===== src/design/x86e_pkg.sv =====
package x86e_pkg;

  localparam int MaxBytes = 8;
  localparam int CntW = 4;

  typedef logic [MaxBytes-1:0][7:0] code_t;

  typedef enum logic [5:0] {
    CmdMovRR, CmdMovRI, CmdLoad, CmdStore, CmdLoadSz, CmdStoreSz, CmdLea,
    CmdAddRR, CmdSubRR, CmdXorRR, CmdAndRR, CmdOrRR, CmdCmpRR, CmdTestRR,
    CmdAddRI, CmdOrRI, CmdAndRI, CmdSubRI, CmdXorRI, CmdCmpRI,
    CmdShlI, CmdShrI, CmdSarI, CmdRolI, CmdRorI,
    CmdShlCl, CmdShrCl, CmdSarCl, CmdRolCl, CmdRorCl,
    CmdInc, CmdDec, CmdNeg, CmdNot, CmdBswap, CmdPush, CmdPop, CmdPushImm,
    CmdPushfd, CmdPopfd, CmdRet, CmdCallR, CmdJmpR, CmdCallRel, CmdJmpRel,
    CmdJmpMem, CmdJccRel, CmdJmpRel8, CmdJccRel8, CmdMovzx8, CmdMovzx16,
    CmdMovsx8, CmdMovsx16, CmdMovsxd, CmdSegLoad, CmdNop, CmdInt3, CmdLoadNoIdx
  } cmd_t;

  typedef struct packed {
    logic [5:0]  command;
    logic [3:0]  reg_a;
    logic [3:0]  reg_b;
    logic [3:0]  base_reg;
    logic [3:0]  index_reg;
    logic [1:0]  sib_scale;
    logic [31:0] displacement;
    logic [31:0] immediate;
    logic [3:0]  condition;
    logic [1:0]  access_size;
    logic        load_signed;
    logic [1:0]  segment;
  } req_t;

  // decoded request, registered between decode and assembly
  typedef struct packed {
    logic        drop;
    logic        err;
    logic [2:0]  hcnt;
    logic [3:0][7:0] head;
    logic        use_mem;
    logic [2:0]  rf;
    logic [3:0]  base;
    logic [3:0]  index;
    logic [1:0]  scale;
    logic        tail4;
    logic [31:0] tail;
  } dec_t;

  typedef struct packed {
    logic        drop;
    logic        err;
    code_t       bytes;
    logic [CntW-1:0] cnt;
  } enc_t;

  localparam logic [7:0] OpAluImm  = 8'h81;
  localparam logic [7:0] OpShImm   = 8'hC1;
  localparam logic [7:0] OpShCl    = 8'hD3;
  localparam logic [7:0] OpMovLoad = 8'h8B;
  localparam logic [7:0] OpMovSt   = 8'h89;
  localparam logic [7:0] OpEsc     = 8'h0F;
  localparam logic [7:0] OpOpSize  = 8'h66;
  localparam logic [7:0] OpMovSt8  = 8'h88;
  localparam logic [7:0] OpLea     = 8'h8D;
  localparam logic [7:0] OpMovImm  = 8'hB8;
  localparam logic [7:0] SibEsp    = 8'h24;
  localparam logic [7:0] OpJmpRel  = 8'hE9;

  localparam logic [7:0] OpAddRR   = 8'h01;
  localparam logic [7:0] OpSubRR   = 8'h29;
  localparam logic [7:0] OpXorRR   = 8'h31;
  localparam logic [7:0] OpAndRR   = 8'h21;
  localparam logic [7:0] OpOrRR    = 8'h09;
  localparam logic [7:0] OpCmpRR   = 8'h39;
  localparam logic [7:0] OpTestRR  = 8'h85;
  localparam logic [7:0] OpGrpFF   = 8'hFF;
  localparam logic [7:0] OpGrpF7   = 8'hF7;
  localparam logic [7:0] OpBswap   = 8'hC8;
  localparam logic [7:0] OpPush    = 8'h50;
  localparam logic [7:0] OpPop     = 8'h58;
  localparam logic [7:0] OpPushImm = 8'h68;
  localparam logic [7:0] OpPushfd  = 8'h9C;
  localparam logic [7:0] OpPopfd   = 8'h9D;
  localparam logic [7:0] OpRet     = 8'hC3;
  localparam logic [7:0] OpCallRel = 8'hE8;
  localparam logic [7:0] OpJmpRel8 = 8'hEB;
  localparam logic [7:0] OpJccRel8 = 8'h70;
  localparam logic [7:0] OpJccRel  = 8'h80;
  localparam logic [7:0] OpNop     = 8'h90;
  localparam logic [7:0] OpInt3    = 8'hCC;
  localparam logic [7:0] OpMovzx8  = 8'hB6;
  localparam logic [7:0] OpMovzx16 = 8'hB7;
  localparam logic [7:0] OpMovsx8  = 8'hBE;
  localparam logic [7:0] OpMovsx16 = 8'hBF;
  localparam logic [7:0] PfxFs     = 8'h64;
  localparam logic [7:0] PfxGs     = 8'h65;

  localparam logic [2:0] RegEsp = 3'd4;
  localparam logic [2:0] RmDisp = 3'd5;
  localparam logic [3:0] NoReg  = 4'd8;

  function automatic logic [7:0] modrm(input logic [1:0] md, input logic [2:0] rg,
                                       input logic [2:0] rm);
    modrm = {md, rg, rm};
  endfunction

endpackage


===== src/design/x86e_decode.sv =====
module x86e_decode (
  input  x86e_pkg::req_t r,
  output x86e_pkg::dec_t d
);
  import x86e_pkg::*;

  logic [5:0] c;
  logic ua, ub, ubase, uidx;
  logic [2:0] ra, rb;
  logic [7:0] alu_rr, ext_op;
  logic [2:0] ext3;

  always_comb begin
    c = r.command;
    ra = r.reg_a[2:0];
    rb = r.reg_b[2:0];
    ua = c inside {[CmdMovRR:CmdLoad], CmdLoadSz, [CmdLea:CmdPop], CmdCallR, CmdJmpR,
                   [CmdMovzx8:CmdSegLoad], CmdLoadNoIdx};
    ub = c inside {CmdMovRR, CmdStore, CmdStoreSz, [CmdAddRR:CmdTestRR],
                   [CmdMovzx8:CmdMovsxd]};
    ubase = c inside {[CmdLoad:CmdLea], CmdLoadNoIdx};
    uidx = c inside {CmdLoad, CmdStore, CmdLea};
    case (c)
      CmdAddRR: alu_rr = OpAddRR;
      CmdSubRR: alu_rr = OpSubRR;
      CmdXorRR: alu_rr = OpXorRR;
      CmdAndRR: alu_rr = OpAndRR;
      CmdOrRR:  alu_rr = OpOrRR;
      CmdCmpRR: alu_rr = OpCmpRR;
      default:  alu_rr = OpTestRR;
    endcase
    case (c)
      CmdAddRI: ext3 = 3'd0;
      CmdOrRI:  ext3 = 3'd1;
      CmdAndRI: ext3 = 3'd4;
      CmdSubRI: ext3 = 3'd5;
      CmdXorRI: ext3 = 3'd6;
      CmdCmpRI: ext3 = 3'd7;
      CmdShlI, CmdShlCl: ext3 = 3'd4;
      CmdShrI, CmdShrCl: ext3 = 3'd5;
      CmdSarI, CmdSarCl: ext3 = 3'd7;
      CmdRolI, CmdRolCl: ext3 = 3'd0;
      default: ext3 = 3'd1;
    endcase
    case (c)
      CmdMovzx8:  ext_op = OpMovzx8;
      CmdMovzx16: ext_op = OpMovzx16;
      CmdMovsx8:  ext_op = OpMovsx8;
      default:    ext_op = OpMovsx16;
    endcase

    d = '0;
    d.drop = c > CmdLoadNoIdx;
    d.err = (ua && r.reg_a[3]) || (ub && r.reg_b[3]) || (ubase && r.base_reg > NoReg)
            || (uidx && r.index_reg > NoReg) || (c == CmdJmpMem && r.base_reg[3]);
    d.base = r.base_reg;
    d.index = NoReg;
    d.scale = r.sib_scale;
    d.tail = r.displacement;
    d.rf = ra;
    case (c)
      CmdMovRR, CmdMovsxd: begin
        d.head[0] = OpMovSt; d.head[1] = modrm(2'd3, rb, ra); d.hcnt = 3'd2;
      end
      CmdMovRI: begin
        d.head[0] = OpMovImm + {5'd0, ra}; d.hcnt = 3'd1;
        d.tail4 = 1'b1; d.tail = r.immediate;
      end
      CmdLoad, CmdLea, CmdLoadNoIdx: begin
        d.head[0] = (c == CmdLea) ? OpLea : OpMovLoad; d.hcnt = 3'd1; d.use_mem = 1'b1;
        if (c != CmdLoadNoIdx) d.index = r.index_reg;
        else d.scale = 2'd0;
      end
      CmdStore: begin
        d.head[0] = OpMovSt; d.hcnt = 3'd1; d.use_mem = 1'b1; d.rf = rb;
        d.index = r.index_reg;
      end
      CmdLoadSz: begin
        d.use_mem = 1'b1; d.scale = 2'd0;
        if (r.access_size[1]) begin
          d.head[0] = OpMovLoad; d.hcnt = 3'd1;
        end else begin
          d.head[0] = OpEsc; d.hcnt = 3'd2;
          if (r.access_size[0]) d.head[1] = r.load_signed ? OpMovsx16 : OpMovzx16;
          else d.head[1] = r.load_signed ? OpMovsx8 : OpMovzx8;
        end
      end
      CmdStoreSz: begin
        d.use_mem = 1'b1; d.scale = 2'd0; d.rf = rb;
        if (r.access_size[1]) begin
          d.head[0] = OpMovSt; d.hcnt = 3'd1;
        end else if (r.access_size[0]) begin
          d.head[0] = OpOpSize; d.head[1] = OpMovSt; d.hcnt = 3'd2;
        end else begin
          d.head[0] = OpMovSt8; d.hcnt = 3'd1;
        end
      end
      CmdAddRR, CmdSubRR, CmdXorRR, CmdAndRR, CmdOrRR, CmdCmpRR, CmdTestRR: begin
        d.head[0] = alu_rr; d.head[1] = modrm(2'd3, rb, ra); d.hcnt = 3'd2;
      end
      CmdAddRI, CmdOrRI, CmdAndRI, CmdSubRI, CmdXorRI, CmdCmpRI: begin
        d.head[0] = OpAluImm; d.head[1] = modrm(2'd3, ext3, ra); d.hcnt = 3'd2;
        d.tail4 = 1'b1; d.tail = r.immediate;
      end
      CmdShlI, CmdShrI, CmdSarI, CmdRolI, CmdRorI: begin
        d.head[0] = OpShImm; d.head[1] = modrm(2'd3, ext3, ra);
        d.head[2] = r.immediate[7:0]; d.hcnt = 3'd3;
      end
      CmdShlCl, CmdShrCl, CmdSarCl, CmdRolCl, CmdRorCl: begin
        d.head[0] = OpShCl; d.head[1] = modrm(2'd3, ext3, ra); d.hcnt = 3'd2;
      end
      CmdInc, CmdDec: begin
        d.head[0] = OpGrpFF; d.head[1] = modrm(2'd3, (c == CmdDec) ? 3'd1 : 3'd0, ra);
        d.hcnt = 3'd2;
      end
      CmdNeg, CmdNot: begin
        d.head[0] = OpGrpF7; d.head[1] = modrm(2'd3, (c == CmdNeg) ? 3'd3 : 3'd2, ra);
        d.hcnt = 3'd2;
      end
      CmdBswap: begin
        d.head[0] = OpEsc; d.head[1] = OpBswap + {5'd0, ra}; d.hcnt = 3'd2;
      end
      CmdPush: begin d.head[0] = OpPush + {5'd0, ra}; d.hcnt = 3'd1; end
      CmdPop: begin d.head[0] = OpPop + {5'd0, ra}; d.hcnt = 3'd1; end
      CmdPushImm: begin
        d.head[0] = OpPushImm; d.hcnt = 3'd1; d.tail4 = 1'b1; d.tail = r.immediate;
      end
      CmdPushfd: begin d.head[0] = OpPushfd; d.hcnt = 3'd1; end
      CmdPopfd: begin d.head[0] = OpPopfd; d.hcnt = 3'd1; end
      CmdRet: begin d.head[0] = OpRet; d.hcnt = 3'd1; end
      CmdCallR: begin
        d.head[0] = OpGrpFF; d.head[1] = modrm(2'd3, 3'd2, ra); d.hcnt = 3'd2;
      end
      CmdJmpR: begin
        d.head[0] = OpGrpFF; d.head[1] = modrm(2'd3, 3'd4, ra); d.hcnt = 3'd2;
      end
      CmdCallRel, CmdJmpRel: begin
        d.head[0] = (c == CmdCallRel) ? OpCallRel : OpJmpRel; d.hcnt = 3'd1;
        d.tail4 = 1'b1;
      end
      CmdJmpMem: begin
        d.head[0] = OpGrpFF; d.head[1] = modrm(2'd2, 3'd4, r.base_reg[2:0]);
        d.head[2] = SibEsp; d.hcnt = (r.base_reg[2:0] == RegEsp) ? 3'd3 : 3'd2;
        d.tail4 = 1'b1;
      end
      CmdJccRel: begin
        d.head[0] = OpEsc; d.head[1] = OpJccRel + {4'd0, r.condition}; d.hcnt = 3'd2;
        d.tail4 = 1'b1;
      end
      CmdJmpRel8: begin
        d.head[0] = OpJmpRel8; d.head[1] = r.immediate[7:0]; d.hcnt = 3'd2;
      end
      CmdJccRel8: begin
        d.head[0] = OpJccRel8 + {4'd0, r.condition}; d.head[1] = r.immediate[7:0];
        d.hcnt = 3'd2;
      end
      CmdMovzx8, CmdMovzx16, CmdMovsx8, CmdMovsx16: begin
        d.head[0] = OpEsc; d.head[1] = ext_op; d.head[2] = modrm(2'd3, ra, rb);
        d.hcnt = 3'd3;
      end
      CmdSegLoad: begin
        if (r.segment == 2'd1 || r.segment == 2'd2) begin
          d.head[0] = r.segment[1] ? PfxGs : PfxFs; d.head[1] = OpMovLoad;
          d.head[2] = modrm(2'd0, ra, RmDisp); d.hcnt = 3'd3;
        end else begin
          d.head[0] = OpMovLoad; d.head[1] = modrm(2'd0, ra, RmDisp); d.hcnt = 3'd2;
        end
        d.tail4 = 1'b1;
      end
      CmdNop: begin d.head[0] = OpNop; d.hcnt = 3'd1; end
      default: begin d.head[0] = OpInt3; d.hcnt = 3'd1; end
    endcase
  end
endmodule


===== src/design/x86e_assemble.sv =====
module x86e_assemble (
  input  x86e_pkg::dec_t d,
  output x86e_pkg::enc_t e
);
  import x86e_pkg::*;

  logic nb, ni, sib, zero, d8;
  logic [1:0] md;
  logic [7:0] mb [3];
  logic [2:0] mcnt;
  logic [7:0] tb [4];
  logic [2:0] tcnt;
  logic [7:0] all [11];
  logic [31:0] dp;

  always_comb begin
    dp = d.tail;
    nb = d.base == 4'd8;
    ni = d.index == 4'd8;
    sib = !ni || d.base[2:0] == 3'd4;
    zero = (dp == 32'd0) && d.base[2:0] != 3'd5;
    d8 = (dp[31:7] == '0) || (dp[31:7] == '1);
    md = zero ? 2'd0 : (d8 ? 2'd1 : 2'd2);
    mb[0] = '0; mb[1] = '0; mb[2] = '0;
    mcnt = 3'd0;
    tcnt = 3'd0;
    if (d.use_mem) begin
      if (nb && ni) begin
        mb[0] = modrm(2'd0, d.rf, 3'd5); mcnt = 3'd1; tcnt = 3'd4;
      end else if (nb) begin
        mb[0] = modrm(2'd0, d.rf, 3'd4);
        mb[1] = modrm(d.scale, d.index[2:0], 3'd5); mcnt = 3'd2; tcnt = 3'd4;
      end else begin
        if (sib) begin
          mb[0] = modrm(md, d.rf, 3'd4);
          mb[1] = modrm(d.scale, ni ? 3'd4 : d.index[2:0], d.base[2:0]); mcnt = 3'd2;
        end else begin
          mb[0] = modrm(md, d.rf, d.base[2:0]); mcnt = 3'd1;
        end
        tcnt = (md == 2'd1) ? 3'd1 : ((md == 2'd2) ? 3'd4 : 3'd0);
      end
    end else if (d.tail4) begin
      tcnt = 3'd4;
    end
    for (int i = 0; i < 4; i++) tb[i] = dp[8*i +: 8];
    for (int i = 0; i < 11; i++) all[i] = '0;
    for (int i = 0; i < 4; i++) if (3'(i) < d.hcnt) all[i] = d.head[i];
    for (int i = 0; i < 3; i++)
      if (3'(i) < mcnt) all[4'(d.hcnt) + 4'(i)] = mb[i];
    for (int i = 0; i < 4; i++)
      if (3'(i) < tcnt) all[4'(d.hcnt) + 4'(mcnt) + 4'(i)] = tb[i];
    e.drop = d.drop;
    e.err = d.err;
    for (int i = 0; i < MaxBytes; i++) e.bytes[i] = all[i];
    e.cnt = CntW'(d.hcnt) + CntW'(mcnt) + CntW'(tcnt);
  end
endmodule


===== src/design/x86e_serial.sv =====
module x86e_serial (
  input  logic            clk,
  input  logic            rst,
  input  logic            in_valid,
  output logic            in_stall,
  input  x86e_pkg::enc_t  e,
  output logic            out_valid,
  input  logic            out_stall,
  output logic [7:0]      code_byte,
  output logic            last,
  output logic            error
);
  import x86e_pkg::*;

  logic            busy;
  enc_t            cur;
  logic [CntW-1:0] pos;
  logic            fin;

  assign fin = cur.err || (pos + 1'b1 == cur.cnt);
  assign in_stall = busy && !(out_valid && !out_stall && fin);
  assign out_valid = busy;
  assign code_byte = cur.err ? 8'd0 : cur.bytes[pos[2:0]];
  assign last = fin;
  assign error = cur.err;

  always_ff @(posedge clk) begin
    if (rst) begin
      busy <= 1'b0;
      pos <= '0;
    end else begin
      if (busy && !out_stall) begin
        pos <= pos + 1'b1;
        if (fin) begin
          busy <= 1'b0;
          pos <= '0;
        end
      end
      if (in_valid && !in_stall && !e.drop) begin
        busy <= 1'b1;
        pos <= '0;
      end
    end
    if (in_valid && !in_stall) cur <= e;
  end
endmodule


===== src/design/x86_32_instruction_encoder.sv =====
// channel | handshake          | payload
// in      | in_valid/in_stall  | command .. segment
// out     | out_valid/out_stall| code_byte, last, error
// Three register stages: input, decode, assembly; then a byte serialiser.
// One byte leaves per cycle while out_stall is low; an instruction gives its n bytes
// (one word for an error, none for an unused command); the serialiser sets the rate.
// rst is synchronous and clears all valid bits.
// Stalls back up through every stage; each stage holds while the next is full and stalled.
module x86_32_instruction_encoder (
  input  logic        clk,
  input  logic        rst,
  input  logic        in_valid,
  output logic        in_stall,
  input  logic [5:0]  command,
  input  logic [3:0]  reg_a,
  input  logic [3:0]  reg_b,
  input  logic [3:0]  base_reg,
  input  logic [3:0]  index_reg,
  input  logic [1:0]  sib_scale,
  input  logic signed [31:0] displacement,
  input  logic signed [31:0] immediate,
  input  logic [3:0]  condition,
  input  logic [1:0]  access_size,
  input  logic        load_signed,
  input  logic [1:0]  segment,
  output logic        out_valid,
  input  logic        out_stall,
  output logic [7:0]  code_byte,
  output logic        last,
  output logic        error
);
  import x86e_pkg::*;

  logic v1, v2, v3;
  req_t r1, rin;
  dec_t d2, dn;
  enc_t e3, en;
  logic s3, adv1, adv2, adv3;

  assign adv3 = !v3 || !s3;
  assign adv2 = !v2 || adv3;
  assign adv1 = !v1 || adv2;
  assign in_stall = !adv1;

  assign rin = '{command, reg_a, reg_b, base_reg, index_reg, sib_scale,
                 displacement, immediate, condition, access_size, load_signed, segment};

  x86e_decode u_dec (.r(r1), .d(dn));
  x86e_assemble u_asm (.d(d2), .e(en));

  always_ff @(posedge clk) begin
    if (rst) begin
      v1 <= 1'b0; v2 <= 1'b0; v3 <= 1'b0;
    end else begin
      if (adv1) v1 <= in_valid;
      if (adv2) v2 <= v1;
      if (adv3) v3 <= v2;
    end
    if (adv1) r1 <= rin;
    if (adv2) d2 <= dn;
    if (adv3) e3 <= en;
  end

  x86e_serial u_ser (
    .clk, .rst, .in_valid(v3), .in_stall(s3), .e(e3),
    .out_valid, .out_stall, .code_byte, .last, .error
  );
endmodule


===== config.mk =====
export PLATFORM = sky130hd
export DESIGN_NAME = x86_32_instruction_encoder
export DESIGN_NICKNAME = d
export VERILOG_FILES = /design/src/design/x86e_pkg.sv /design/src/design/x86e_decode.sv /design/src/design/x86e_assemble.sv /design/src/design/x86e_serial.sv /design/src/design/x86_32_instruction_encoder.sv
export SDC_FILE = /design/constraint.sdc
export NUM_CORES = 1
export LEC_CHECK = 0
export BUFFER_PORTS_ARGS = -buffer_cell sky130_fd_sc_hd__buf_2
export CORE_MARGIN = 3
export CORE_UTILIZATION = 60
export CTS_CLUSTER_SIZE = 40
export DETAILED_ROUTE_END_ITERATION = 16
export PLACE_DENSITY_LB_ADDON = 0.08
export SETUP_SLACK_MARGIN = 0.02
export SYNTH_ARGS = -nofsm -noshare
export SYNTH_HDL_FRONTEND = slang
export SYNTH_SLANG_ARGS = --single-unit

===== constraint.sdc =====
create_clock -name clk -period 5.8 [get_ports clk]
set_clock_uncertainty 0.15 [all_clocks]
set_input_delay 0.29 -clock clk [delete_from_list [all_inputs] [get_ports clk]]
set_output_delay 0.29 -clock clk [all_outputs]
set_load 0.01 [all_outputs]

* Word-level counts from Yosys, hierarchy flattened
Memories as Yosys holds them, arrays and structs flattened. A register that Yosys moved wholly into a read port is not among the register bits.
Index checks and enable logic that the tools add are counted.
** Cells by class
- Divide/modulo/power cells :: 0
- Multiply operators :: 0
- Eq/ne operators :: 68
- Bitwise operators :: 9
- Reductions and logical operators :: 78
- $add $sub $neg :: 14
- Magnitude comparators :: 39
- Shift-type cells :: 0
- Muxes and demuxes :: 93
** Operators by type and width (number)
- $mux W88 :: 7
- $bwmux W88 :: 6
- $demux W8 S4 :: 7
- $pmux W8 S23 :: 1
- $mux W8 :: 22
- $eq A6 B6 Y1 const B :: 25
- $pmux W8 S14 :: 1
- $eq A6 B5 Y1 const B :: 16
- $and A88 B88 Y88 :: 1
- $not A88 Y88 :: 1
- $eq A6 B4 Y1 const B :: 8
- $mux W16 :: 3
- $pmux W8 S6 :: 1
- $mux W3 :: 13
- $ge A5 B5 Y1 const B :: 7
- $lt A5 B1 Y1 const B :: 7
- $logic_not A32 Y1 :: 1
- $mux W32 :: 1
- $pmux W8 S4 :: 1
- $not A4 Y5 :: 6
- $reduce_or A30 Y1 :: 1
- $eq A25 B25 Y1 const B :: 1
- $logic_and A1 B1 Y1 :: 25
- $logic_not A25 Y1 :: 1
- 62 further kinds :: 138
** Word-level totals
- Bits of input ports :: 101
- Word-level logic and storage cells :: 353
- Bits in registers :: 320
- RAM bits :: 0
- Memories :: 1
- Latch bits :: 0
- Memory bits (read-only) :: 96
- Output and inout bits :: 12
** Memory list
- (name not given) :: depth 32, width 3, rd ports 1, clocked after Yosys merged registers in 1, write ports 0, line x86e_decode.sv:32 : case (c)

* Depth between registers and ports, before layout
Gate-level depths: netlist (run 1).
- Depth after elaboration :: 21
- Mapped depth :: 18
- Depth with buffers taken out :: 14

* Hierarchy
A second synthesis (run 1) with hierarchy kept.
** Unflattened totals
- Cell total of the unflattened synthesis :: 1517
- Area, all modules :: 17723.2 µm²
** Modules (own cells, without submodules)
- x86_32_instruction_encoder :: seq. area each 7597.3 µm², cells an instance 264, area an instance 7652.3 µm², instances 1
- x86e_assemble :: seq. area each 0.0 µm², cells an instance 741, area an instance 4615.7 µm², instances 1
- x86e_serial :: seq. area each 2172.1 µm², cells an instance 150, area an instance 2921.6 µm², instances 1
- x86e_decode :: seq. area each 0.0 µm², cells an instance 362, area an instance 2533.7 µm², instances 1

* Worst setup path after synthesis (run 1)
Ideal clock, no wire load.
- Kind :: reg2reg
- Start point :: register d2[35] (netlist name)
- End point :: register e3[36] (netlist name) (data pin)
- Path buffers :: 5
- Library setup time :: 0.264 ns
- Slack :: 0.985 ns
- Clock period less this slack :: 4.815 ns
- Required time :: 5.386 ns
- Stages on the path, launching flop included :: 18
- Data arrival time :: 4.401 ns
- Path through :: edfxtp_1 nor4b_1 clkbuf_1 and3_1 ha_1 inv_1 fa_1 inv_1 ha_1 clkbuf_1 nand2b_1 clkbuf_1 or2_2 buf_1 nor3_1 or2_0 clkbuf_1 o21ai_1
** RTL lines
- start, declared :: line x86_32_instruction_encoder.sv:36 : dec_t d2, dn;
- start signal, assigned :: line x86_32_instruction_encoder.sv:60 : if (adv2) d2 <= dn;
- end signal, assigned :: line x86_32_instruction_encoder.sv:61 : if (adv3) e3 <= en;
- end, declared :: line x86_32_instruction_encoder.sv:37 : enc_t e3, en;

==> run summary, run 1 <==
Outcome: completed
GRT Total Usage: 35.5%
Max-cap check violation count: 0
R2R Path Start: d2[40]
Synth Cell Area: 17,000 sq um
Area Growth Syn to Fin: 16.1%
# clock sinks: 322
DRC Markers: 0
Setup CP Type: register to register
Min-delay src: out_stall
Routed via count: 13,800
Worst reg2reg path depth: 11
Fmax: 0.201 GHz
Grt ovf: 0
Critical Path Source Type: register
Worst vdd ir: 0.265 mV
Synth area leaders: edfxtp_1, nand2_1, mux2_2
Final Hold Vio Count: 0
Static Leak: 0.00725 uW
HP Class: input port to register
CTS tree: done
Post-Layout Inst Area: 19,700 sq um
Area after DPL: 17,600 sq um
Post-CTS Resized: 0
Largest net degree at the start of global routing: 98
RSZ-0062 raised after global routing: no
Flop2flop setup slack: 820 ps
Number of buffers added on ports: 112
Initial antenna violation count: 0
Post-Route WL: 54.2 mm
Dpl hpwl: 36.6 mm
Mapped Nets: 1,629
Clk slew on worst S/H paths: 60 ps
Starting density of the core: 61.9%
Worst hold path depth: 5
I/O pin count: 113
Worst Hold End: u_ser.pos[2]
Seq/Total Area, Yosys: 56.3%
Placed Cells incl. Taps: 1,884
Fraction of layout instances using a drive strength above 1: 17.0%
Worst-Margin Slew: 1230 ps
Avg Cell Area, Syn: 11.3 sq um
Clock Latency Late Sink: 520 ps
Crit. End Element: register
EDFF count, synth: 311
Post-DR wirelength/cell: 26.5 microns
Tmin final: 4980 ps
Ys flop type: edfxtp_1
Final setup margin: 821 ps
CTS root buffer: clkbuf_16
Placement Rows: 60
DRT antenna net count: 0
Reg2Reg Capture Point: e3[52]
Routability congestion estimate: 1.06
Worst path arrival time: 5080 ps
PD cells: 293 nW/um^2
Core area: 27,400 sq um
Total Neg Setup Slack: 0 ps
Count of pins over their slew limit: 0
Nets: 1,772
Drt first-iter violations: 1,981
CTS H-tree lvls: 2
Antenna cells: 0
Crit-path max FO: 12
Num CTS Buffers: 34
Ys async rst share: 0%
DR pass1 iterations: 6
Yosys reg bits: 322
Chip height: 174 microns
Slew HR: 16.9%
Crit share post-route: 85.8%
CP required: 5900 ps
Die area: 30,300 sq um
Final cell count without fillers: 2,044
Vias in the first global route: 13,400
Area share of the largest cell type after synthesis: 55.0%
Worst-case clock buffer depth: 3
Cells after Synth: 1,505
Drt via density: 6.73
Die W: 174 microns
Top cell type by total area after synthesis: edfxtp_1
Global-route wire length before repair: 82.4 mm
Unique masters post-synth: 85
Ys Warns: 0
Final setup vio count: 0
Power Total: 5780 uW
Pre-CTS WS: 989 ps
==> metal layers <==
metal	part of all wire [%]	vias up	global-route usage [%]
li1	-	6063	-
met1	36	6478	46.1
met2	48	991	58.2
met3	9.9	229	5.79
met4	6.3	0	17.8
met5	0	-	0
==> Yosys cell counts, types with 10 or more instances <==
cell,count
nor2b_1,21
nor3_1,29
and2_1,12
buf_1,16
ha_1,22
o31ai_1,10
or3_1,10
dfxtp_1,11
nand2b_1,18
buf_2,38
a31oi_1,22
mux4_2,16
o21ai_0,79
clkbuf_1,63
inv_1,28
nor2_1,116
nand4_1,14
o22ai_1,25
mux2i_1,29
o211ai_1,42
edfxtp_1,311
a21oi_1,81
o21ai_1,15
mux2_2,49
nand2_1,154
a22oi_1,57
a32oi_1,13
nand3_1,44
==> area by class of cell <==
| type | instances | area [sq um] |
|---|---|---|
| clock buffers | 40 | 895 |
| clock inverters | 20 | 191 |
| fillers | 1875 | 7690 |
| inverters | 30 | 114 |
| multi-input cells | 1028 | 6760 |
| flip-flops and latches | 322 | 9560 |
| well taps | 372 | 465 |
| repair buffers | 232 | 1720 |
==> flip-flops by register name (all words and copies together), names as in the netlist, 4 cells and up, named ones only <==
signal,count
r1,97
e3,70
u_ser.pos,4
d2,75
u_ser.cur,68
==> repair_timing <==
| action | 4_1_cts | 5_1_grt |
|---|---|---|
| setup endpoints to repair | 0 | 0 |
| endpoints found under the hold margin | 101 | 0 |
| hold buffers | 100 | 0 |
| setup buffers | 0 | 0 |
==> per-stage QoR <==
stage,hold WS [ps],util [%]
CTS,53.7,71.9
detailed placement,255,64.3
global placement,251,64.3
finish,64.2,71.9
floorplan,209,-
global route,131,71.9
==> critical path: stages (launching register included) <==
cell      delay (ps)
edfxtp_1         590
nor3b_1          570
o21a_1           340
inv_1            160
fa_1             710
inv_1            200
ha_1             310
nand2b_1         280
or2_2            410
nor3_2           480
or2_1            350
o31ai_1          140
==> worst max path at each step <==
stage                      start      to  slack, ps  cells past startpoint
after floorplan           d2[35]  e3[36]        990                     17
after global placement    d2[35]  e3[39]       1140                     12
after detailed placement  d2[35]  e3[45]        990                     10
after CTS                 d2[40]  e3[53]        960                     11
after global routing      d2[40]  e3[39]        440                     12
final                     d2[40]  e3[52]        820                     11
==> cell families after synthesis <==
logic type | Yosys count | share of synthesized area [%]
compound gates | 423 | 16.6
fa+ha+maj | 23 | 1.74
simple gates | 478 | 13.8
buf+inv | 155 | 3.94
xor+xnor | 10 | 0.516
flops | 322 | 56.3
mux | 94 | 7.08
==> where the power goes <==
part	internal [uW]	leakage [uW]	total, uW	switching, uW
logic	269	0.00331	676	406
clock network	1250	0.000525	2170	925
registers	2750	0.00341	2930	177
==> cells in the final DEF (no fill, tap or decap), types with 7 or more instances in the layout <==
cell	n
edfxtp_1	311
nand2_1	154
nor2_1	116
buf_2	112
dlygate4sd3_1	100
a21oi_1	81
o21ai_0	79
a22oi_1	57
mux2_2	49
nand3_1	44
o211ai_1	42
clkbuf_16	35
nor3_1	29
mux2i_1	29
inv_1	27
o22ai_1	25
a31oi_1	22
ha_1	22
nor2b_1	21
buf_4	19
nand2b_1	18
mux4_2	16
nand4_1	14
o21ai_1	14
a32oi_1	13
and2_1	11
dfxtp_1	11
o31ai_1	10
or3_1	9
and3_1	8
a221oi_1	8
xnor2_1	7
a211oi_1	7
a21o_1	7
(Power assumes the default switching activity.)
==> run 2: changes to the inputs <==
--- a/config.mk
+++ b/config.mk
@@ -6,6 +6,7 @@
 export NUM_CORES = 1
 export LEC_CHECK = 0
 export BUFFER_PORTS_ARGS = -buffer_cell sky130_fd_sc_hd__buf_2
+export CORE_ASPECT_RATIO = 1.25
 export CORE_MARGIN = 3
 export CORE_UTILIZATION = 60
 export CTS_CLUSTER_SIZE = 40
==> run summary, run 2 (same netlist as run 1, synthesis figures left out) <==
Chip height: 194 microns (+11%)
Comb power frac: 12.3% (+0.6 points)
Flop2flop setup slack: 810 ps (about the same)
Core area: 27,700 sq um (+1.2%)
Worst path arrival time: 5160 ps (+80 ps)
CTS H-tree lvls: 1 (-1)
Routability congestion estimate: 1.04 (-2.0%)
Crit. End Element: register
WP buf/inv: 2 (unchanged)
Post-CTS Resized: 0 (unchanged)
NetSw: 1440 uW (-4.5%)
Die W: 156 microns (-10%)
Starting density of the core: 61.2% (-0.75 points)
Clock Latency Late Sink: 590 ps (+70 ps)
Clk slew on worst S/H paths: 60 ps (about the same)
Setup CP Type: register to register
RSZ-0062 raised after global routing: no
Post-Route WL: 54.7 mm (+0.93%)
Clock power frac: 33.9% (-3.7 points)
Count of pins over their slew limit: 0 (unchanged)
Total Neg Setup Slack: 0 ps (unchanged)
Largest Register: r1
# clock sinks: 322 (unchanged)
Largest registers: r1: 97 flops, d2: 75 flops, e3: 70 flops
Post-DR wirelength/cell: 27.1 microns (+2.2%)
Fmax: 0.200 GHz (-0.22%)
CP cell instances: nor3b_1 > o21a_1 > inv_1 > fa_1 > inv_1 > ha_1 > nand2b_1 > or2_2 > nor3_2 > or2_1 > o31ai_1
Largest net degree at the start of global routing: 96 (-2.0%)
Initial antenna violation count: 1 (+1)
Num CTS Buffers: 29 (-15%)
Reg2Reg Capture Point: e3[54]
Final setup vio count: 0 (unchanged)
Sequential power share: 53.8% (+3.1 points)
Placement Rows: 68 (+13%)
Number of flip-flops in the largest register: 97 (unchanged)
Multi-input logic area: 6760 sq um (unchanged)
Slew HR: 15.8% (-1.1 points)
HP Class: register to register
Nets: 1,770 (-0.11%)
Die area: 30,400 sq um (about the same)
Post-Layout Inst Area: 19,500 sq um (-1.1%)
Critical Path Start: d2[40]
Final Hold Vio Count: 0 (unchanged)
Final cell count without fillers: 2,019 (-1.2%)
GRT Total Usage: 35.3% (-0.16 points)
DRC Markers: 0 (unchanged)
PD cells: 279 nW/um^2 (-4.7%)
Worst-case clock buffer depth: 3 (unchanged)
CP peak stage delay: 690 ps (-20 ps)
Sw Share: 26.5% (+0.37 points)
Placed Cells incl. Taps: 1,865 (-1.0%)
Area Growth Syn to Fin: 14.8%
Slowest CP cell: fa_1
Global-route wire length before repair: 81.1 mm (-1.5%)
Fraction of layout instances using a drive strength above 1: 16.5% (-0.56 points)
Most frequent cells in the layout: edfxtp_1, nand2_1, nor2_1, buf_2, dlygate4sd3_1
CTS root buffer: clkbuf_16
Register area: 9560 sq um (unchanged)
Worst Setup EP: e3[54]
Worst reg2reg path depth: 11 (unchanged)
Critical Path Source Type: register
Static Leak: 0.00716 uW (-1.3%)
Vias in the first global route: 13,300 (-1.1%)
Cell mode on critical path: inv_1
Tmin final: 4990 ps (+10.8 ps)
Area after DPL: 17,600 sq um (about the same)
CP required: 5970 ps (+70 ps)
Routed via count: 13,600 (-1.5%)
CTS tree: done
Outcome: completed
Drt via density: 6.71 (-0.28%)
Commonest non-fill, non-tap cell in the layout: edfxtp_1
DRT antenna net count: 0 (unchanged)
Crit share post-route: 86.0% (+0.19 points)
Grt ovf: 0 (unchanged)
Crit-path max FO: 12 (unchanged)
Fillers: 1,957 (+4.4%)
Dpl hpwl: 37.0 mm (+0.99%)
Cell family with most CP delay: simple AND/OR/NAND/NOR gates
Max-cap check violation count: 0 (unchanged)
R2R Path Start: d2[40]
Worst path depth: 11 (unchanged)
Worst vdd ir: 0.313 mV (+18%)
Number of buffers added on ports: 112 (unchanged)
Worst-Margin Slew: 1260 ps (+31.9 ps)
I/O pin count: 113 (unchanged)
Drt first-iter violations: 1,908 (-3.7%)
DR pass1 iterations: 7 (+1)
Internal: 4000 uW (-6.3%)
Post-CTS Setup Inserts: 0 (unchanged)
==> run 2: cell types whose count changed in the layout (fill, tap and decap cells not counted), sizes merged <==
cell / previous run / this run
buf: 132 / 135
inv: 30 / 31
clkinv: 14 / 11
clkbuf: 40 / 39
bufinv: 3 / 1
diode: 0 / 1
clkinvlp: 3 / 1
==> run 2: what timing repair did <==
| action | 4_1_cts | 5_1_grt |
|---|---|---|
| hold endpoints to repair | 105 | 0 |
| hold buffers | 100 | 0 |
| endpoints found under the setup margin | 0 | 0 |
==> run 2: worst min-delay path by stage <==
stage	start	endpoint	slack, ps	depth (start not counted)
3_3_place_gp	e3[27]	u_ser.cur[27]	250	0
6_report	e3[43]	u_ser.cur[43]	260	0
4_1_cts	displacement[20]	r1[61]	240	2
3_5_place_dp	e3[1]	u_ser.cur[1]	250	0
5_1_grt	displacement[14]	r1[55]	260	2
2_1_floorplan	rst	u_ser.out_valid	210	1
==> run 2: power by group through the flow <==
stage	logic [uW]	clock network [uW]	registers [uW]
2_1_floorplan	462	0	2830
3_3_place_gp	585	0	2950
3_5_place_dp	589	0	2960
4_1_cts	645	1820	2910
5_1_grt	719	1950	2930
6_report	670	1850	2920
==> run 2: metal layers <==
layer  part of all wire (%)  vias up  track usage [%]  wire length [microns]
met3                    8.5      240             5.92                   4650
met4                    7.0        0             18.8                   3830
met5                      0        -                0                      0
met2                     50      906             60.8                  27200
met1                     35     6365             42.1                  19000
li1                       -     6044                -                      -
==> run 2: layout make-up <==
cell class                 count  area share (%)
antenna                        1          0.0128
clock buffer                  39            3.92
clock inverter                14           0.610
inverter                      30           0.584
multi-input combinational   1028            34.7
sequential                   322            49.0
tap                          350            2.25
timing repair buffer         235            8.90
==> run 2: metrics by stage <==
step	utilization (%)	setup WS (ps)	power (uW)	hold slack, ps
after floorplan	-	985	3290	209
after global placement	63.5	1120	3540	251
after detailed placement	63.5	962	3550	255
after CTS	70.3	945	5380	240
after global routing	70.3	535	5590	258
final	70.3	810	5440	261
